`src/hdl/mpq_pkg.sv`:
```
// Shared types and constants for the min priority queue.
`timescale 1ns / 1ps
package mpq_pkg;

  localparam int KEY_W     = 32;
  localparam int CNT_OUT_W = 7;
  localparam int ERR_W     = 2;
  localparam int IN_DATA_W  = 32;
  localparam int OUT_DATA_W = 80;

  localparam logic CMD_INSERT  = 1'b0;
  localparam logic CMD_EXTRACT = 1'b1;

  localparam logic [ERR_W-1:0] ERR_OK    = 2'd0;
  localparam logic [ERR_W-1:0] ERR_FULL  = 2'd1;
  localparam logic [ERR_W-1:0] ERR_EMPTY = 2'd2;

  typedef logic signed [KEY_W-1:0] key_t;

  // Operation broadcast to every cell of the row.
  typedef struct packed {
    logic ins_en;  // insert the broadcast key
    logic ext_en;  // shift every key one place toward the head
    key_t key;
  } cell_ctl_t;

endpackage

```
`src/hdl/mpq_cell.sv`:
```
// One cell of the sorted key row: holds one key and trades with its neighbors.
`timescale 1ns / 1ps
module mpq_cell (
  input  logic              clk,
  input  mpq_pkg::cell_ctl_t ctl,
  input  logic              occ,       // this place holds a key
  input  logic              left_le,   // left neighbor keeps its key on insert
  input  mpq_pkg::key_t     left_key,
  input  mpq_pkg::key_t     right_key,
  output logic              le,        // held key <= broadcast key
  output mpq_pkg::key_t     key
);
  import mpq_pkg::*;

  key_t key_r;
  key_t key_nxt;

  assign le  = occ && (key_r <= ctl.key);
  assign key = key_r;

  always_comb begin
    key_nxt = key_r;
    if (ctl.ins_en) begin
      if (!le) begin
        key_nxt = left_le ? ctl.key : left_key;
      end
    end else if (ctl.ext_en) begin
      key_nxt = right_key;
    end
  end

  always_ff @(posedge clk) begin
    key_r <= key_nxt;
  end

endmodule

```
`config.mk`:
```
export PLATFORM = sky130hd
export DESIGN_NAME = mpq_cell
export DESIGN_NICKNAME = d
export VERILOG_FILES = /design/src/hdl/mpq_pkg.sv /design/src/hdl/mpq_cell.sv
export SDC_FILE = /design/constraint.sdc
export NUM_CORES = 1
export LEC_CHECK = 0
export ABC_AREA = 1
export BUFFER_PORTS_ARGS = -buffer_cell sky130_fd_sc_hd__buf_2
export CORE_MARGIN = 8
export CORE_UTILIZATION = 31
export CTS_CLUSTER_DIAMETER = 30
export DETAILED_ROUTE_END_ITERATION = 6
export SETUP_SLACK_MARGIN = 0.02
export SYNTH_ARGS = -nofsm -noshare
export SYNTH_HDL_FRONTEND = slang
export SYNTH_SLANG_ARGS = --single-unit
```
`constraint.sdc`:
```
create_clock -name clk -period 6 [get_ports clk]
set_input_delay 0.6 -clock clk [delete_from_list [all_inputs] [get_ports clk]]
set_output_delay 0.6 -clock clk [all_outputs]
set_load 0.02 [all_outputs]
```
**Word level (Yosys, flattened, before mapping)**

Cells that the tools add are included.

- Register bits after elaboration: 32
- Output and inout port bits: 33
- Word-level logic and storage cells: 10
- Input bits: 101

- Mux-type cells: 4
- Magnitude comparators: 1
- Reduce and logical (&&, ||, !) cells: 3
- Eq/ne operators: 1

Operators with widths:

| operator | count |
|---|---|
| 32-bit 2-to-1 mux | 4 |
| 32-bit <= comparator | 1 |
| 2-bit inequality test, second input constant | 1 |
| 2-bit AND reduction | 1 |
| 2-bit nonzero test | 1 |
| 1-bit logical AND | 1 |

**Depth between registers and ports, before layout**

- Word-level depth: 4
- Depth in mapped cells: 18

**Least setup slack after synthesis**

No wires, ideal clock.

- Path type: input to register
- Start point: input port ctl[31] (netlist name)
- End point: register key_r[0], in the netlist key[0], enable pin
- Setup slack: 3.282 ns
- Cell stages on the path: 12
- Path buffers: 0
- Required time: 5.610 ns
- Arrival: 2.329 ns
- Cells stage by stage: inv_1 -> ha_1 -> a21oi_1 -> o21a_2 -> nand2_2 -> a21oi_2 -> nand2_1 -> nand2_1 -> nand3_1 -> nand2_1 -> nand2_1 -> nand2_1

- Word-level cells in the longest chain between the ends: 4

Ends and longest elaborated chain:

| element | RTL line | source |
|---|---|---|
| from (decl) | mpq_cell.sv:5 | `input mpq_pkg::cell_ctl_t ctl,` |
| 32-bit <= comparator | mpq_cell.sv:18 | `assign le = occ && (key_r <= ctl.key);` |
| 1-bit logical AND | mpq_cell.sv:18 |  |
| 2-bit inequality test (no line) | -- |  |
| 2-bit AND reduction (no line) | -- |  |
| to (signal assigned) | mpq_cell.sv:33 | `key_r <= key_nxt;` |
| to (decl) | mpq_cell.sv:15 | `key_t key_r;` |

No other way between the ends.
A chain may end at the register's enable or synchronous reset.

**Final worst setup path**

- Start point: input port ctl[31] (netlist name)
- End point: output port le

- Word-level cells in the longest chain between the ends: 2

Ends and longest elaborated chain:

| element | RTL line | source |
|---|---|---|
| 32-bit <= comparator | mpq_cell.sv:18 |  |
| 1-bit logical AND | mpq_cell.sv:18 |  |
| to (decl) | mpq_cell.sv:10 | `output logic le,` |

No other way between the ends.

==> summary.md <==
| Metric | Value |
|---|---|
| Total CTS buffers | `5` |
| Switching share of power | `33.7%` |
| Syn Std Cell Area | `2500 um2` |
| Layout cells sized above 1 | `33.6%` |
| Biggest register | `key` |
| Drt pass-1 iters | `4` |
| Critical path's slowest cell | `ha_1` |
| VDD IR max | `0.0945 mV` |
| Die area | `11200 um2` |
| Post-synth net total | `458` |
| Worst hold-check path type | `in -> reg` |
| Final wirelength | `about 7700 um` |
| Most frequent cells in the layout | `buf_2, nand2_1, nor2_1` |
| Syn. warnings | `0` |
| Drt initial violations | `95` |
| Final cycle utilization of the critical path | `between 40 and 50%` |
| P per Cell Area | `between 200 and 250 nW/um2` |
| Total setup buffers inserted after CTS | `0` |
| CP Cell Sequence | `buf_2 -> inv_1 -> ha_1 -> nand2_1 -> nor2_2 -> nand2_2 -> nor2_2 -> nand2_1 -> nand2_1 -> nand2_1 -> nand3_1 -> nand2_1 -> inv_1 -> buf_2` |
| Least-Margin Pin Slew | `about 1.1 ns` |
| Gr usage total | `13.8%` |
| Synth cell types | `22` |
| Final Skew | `approximately 0.0055 ns` |
| Net Sw Power | `227 uW` |
| Outcome | `finished, final reports clean` |
| Max clock buf depth | `2` |
| Seq/Total Area, Yosys | `about two fifths` |
| Number of global-route vias before repair | `2709` |
| Finished Core Util | `42.6%` |
| Routed wire per std cell | `14.0 um` |
| Core area | `7770 um2` |
| Startpoint Class | `primary input` |
| Leak | `around 0.0017 uW` |
| Post-DP HPWL | `6250 um` |
| Num rows | `32` |
| Total power | `672 uW` |
| CTS root buf | `clkbuf_8` |
| ANT nets after route | `0` |
| Commonest non-fill, non-tap cell in the layout | `buf_2` |
| Avg Synthesized Cell Area | `slightly below 8 um2` |
| Kind of critical path | `in -> out` |
| M3 GR Usage | `3.29%` |
| Seq pwr share | `around 44%` |
| # DRC | `0` |
| Met1 usage | `16.0%` |
| IO Count | `134` |
| Max cap viols | `0` |
| CP arrival | `2.03 ns` |
| Comb pwr share | `around 34%` |
| Most used cell, CP | `nand2_1` |
| Via/cell ratio | `~4.6` |
| Cell internal pwr | `445 uW` |
| Pin count of the biggest net entering global routing | `35` |
| Final #Nets | `a little under 600` |
| Area grow syn2layout | `32.6%` |
| PortBufs | `roughly 130` |
| Mapped Cells | `325` |
| Setup crit end kind | `output port` |
| Max reg flops | `32` |
| Post-CTS resize count | `0` |
| CTS tree | `done` |
| Peak Freq | `approximately 380 MHz` |
| Worst Hold Slack | `around 0.6 ns` |
| Slew margin rel. | `28.7%` |
| Worst-path clk slew | `0.06 ns` |
| Clock sink count | `32` |
| ANT cells | `0` |
| Hold_buf cts | `0` |
| Die width | `106 um` |
| Critical Path RT | `~5.4 ns` |
| Final hold violations | `0` |
| Top Registers | `key: 32 flops` |
| Starting Density | `32.1%` |
| Grt ovf | `0` |
| Antenna violations before repair | `0` |
| Minimum clock period | `2.63 ns` |
| Clock insertion delay at the later pin of the skew report | `0.28 ns` |
| Final setup fails | `0` |
| RSZ-0062 raised after global routing | `false` |
| Gpl congestion | `0.781` |
| Global-route wire length before repair | `12700 um` |
| Reg2reg setup slack | `between 3 and 4 ns` |
| Die Y | `106 um` |
| Grt peak-use layer | `met2` |
| Met2 Use GR | `24.2%` |
| Setup TNS | `0 ns` |
| Routed vias | `2539` |
| Clk pwr share | `between 20% and 30%` |
| Critical path fanouts, max | `4` |
| Crit path largest cell delay | `around 0.33 ns` |
| Htree depth | `2` |
| #FFs+latches synth | `32` |
| Max Slew Vio Count | `0` |
==> Yosys cell counts <==
cell      instances  area share (%)
nand2_1          72              11
nor2_1           40             6.0
inv_1            38             5.7
o21ai_0          35             7.0
edfxtp_1         32              38
ha_1             32              16
o21ai_1          31             6.2
a21oi_1          13             2.6
clkbuf_1         10             1.5
inv_2             5            0.75
nand2_2           3            0.75
nand3_1           3            0.60
nor2_2            2            0.50
a21o_1            1            0.30
a21oi_2           1            0.35
buf_6             1            0.45
clkbuf_4          1            0.30
clkinv_1          1            0.15
nand4_1           1            0.25
nand4_2           1            0.50
o21a_1            1            0.30
o21a_2            1            0.35
==> layer usage <==
metal	up-vias	wire length, um
li1	1328	-
met4	0	121
met2	83	3820
met5	-	0
met1	1120	3340
met3	8	465
==> metrics by stage <==
step	cell area, um2	cells	worst slack [ns]
after floorplan	2500	325	3.28
after global placement	3240	549	3.25
after detailed placement	3240	549	3.24
after CTS	3310	554	3.34
after global routing	3310	554	3.15
final	3310	554	3.37
==> critical path, delay by kind of cell <==
family / cells / cell delay [ns]
buf+inv: 4 / 0.36
fa+ha+maj: 1 / 0.33
simple gates: 9 / 0.74
==> cell type report <==
cell class | instances | area (um2)
fill | 813 | 4460
multi-input combinational | 237 | 1310
sequential | 32 | 961
timing repair buffer | 134 | 673
inverter | 44 | 165
tap | 102 | 128
clock buffer | 5 | 68.8
==> power groups by stage <==
| stage | registers, uW | logic (uW) | clock network (uW) |
|---|---|---|---|
| 3_5_place_dp | 300 | 233 | 0 |
| 4_1_cts | 296 | 235 | 153 |
| 3_3_place_gp | 298 | 230 | 0 |
| 6_report | 295 | 229 | 148 |
| 2_1_floorplan | 330 | 110 | 0 |
| 5_1_grt | 299 | 263 | 160 |
==> cell families after synthesis <==
kind of cell	Yosys count	share of synthesized area (%)
AND/OR/NAND/NOR	122	19.4
AO/OA/AOI/OAI	83	17.1
buffers and inverters	56	8.87
adder cells (fa/ha/maj)	32	16.0
flip-flops	32	38.5
==> final timing paths <==
path / endpoint / from / cells past startpoint
setup / recovery: le / ctl[31] / 14
setup reg to reg: key[0]$_DFFE_PP_ / key[27]$_DFFE_PP_ / 13
hold reg to reg: key[24]$_DFFE_PP_ / key[31]$_DFFE_PP_ / 7
hold / removal: key[19]$_DFFE_PP_ / right_key[19] / 3
No activity file was read; power rests on OpenSTA's default activity.
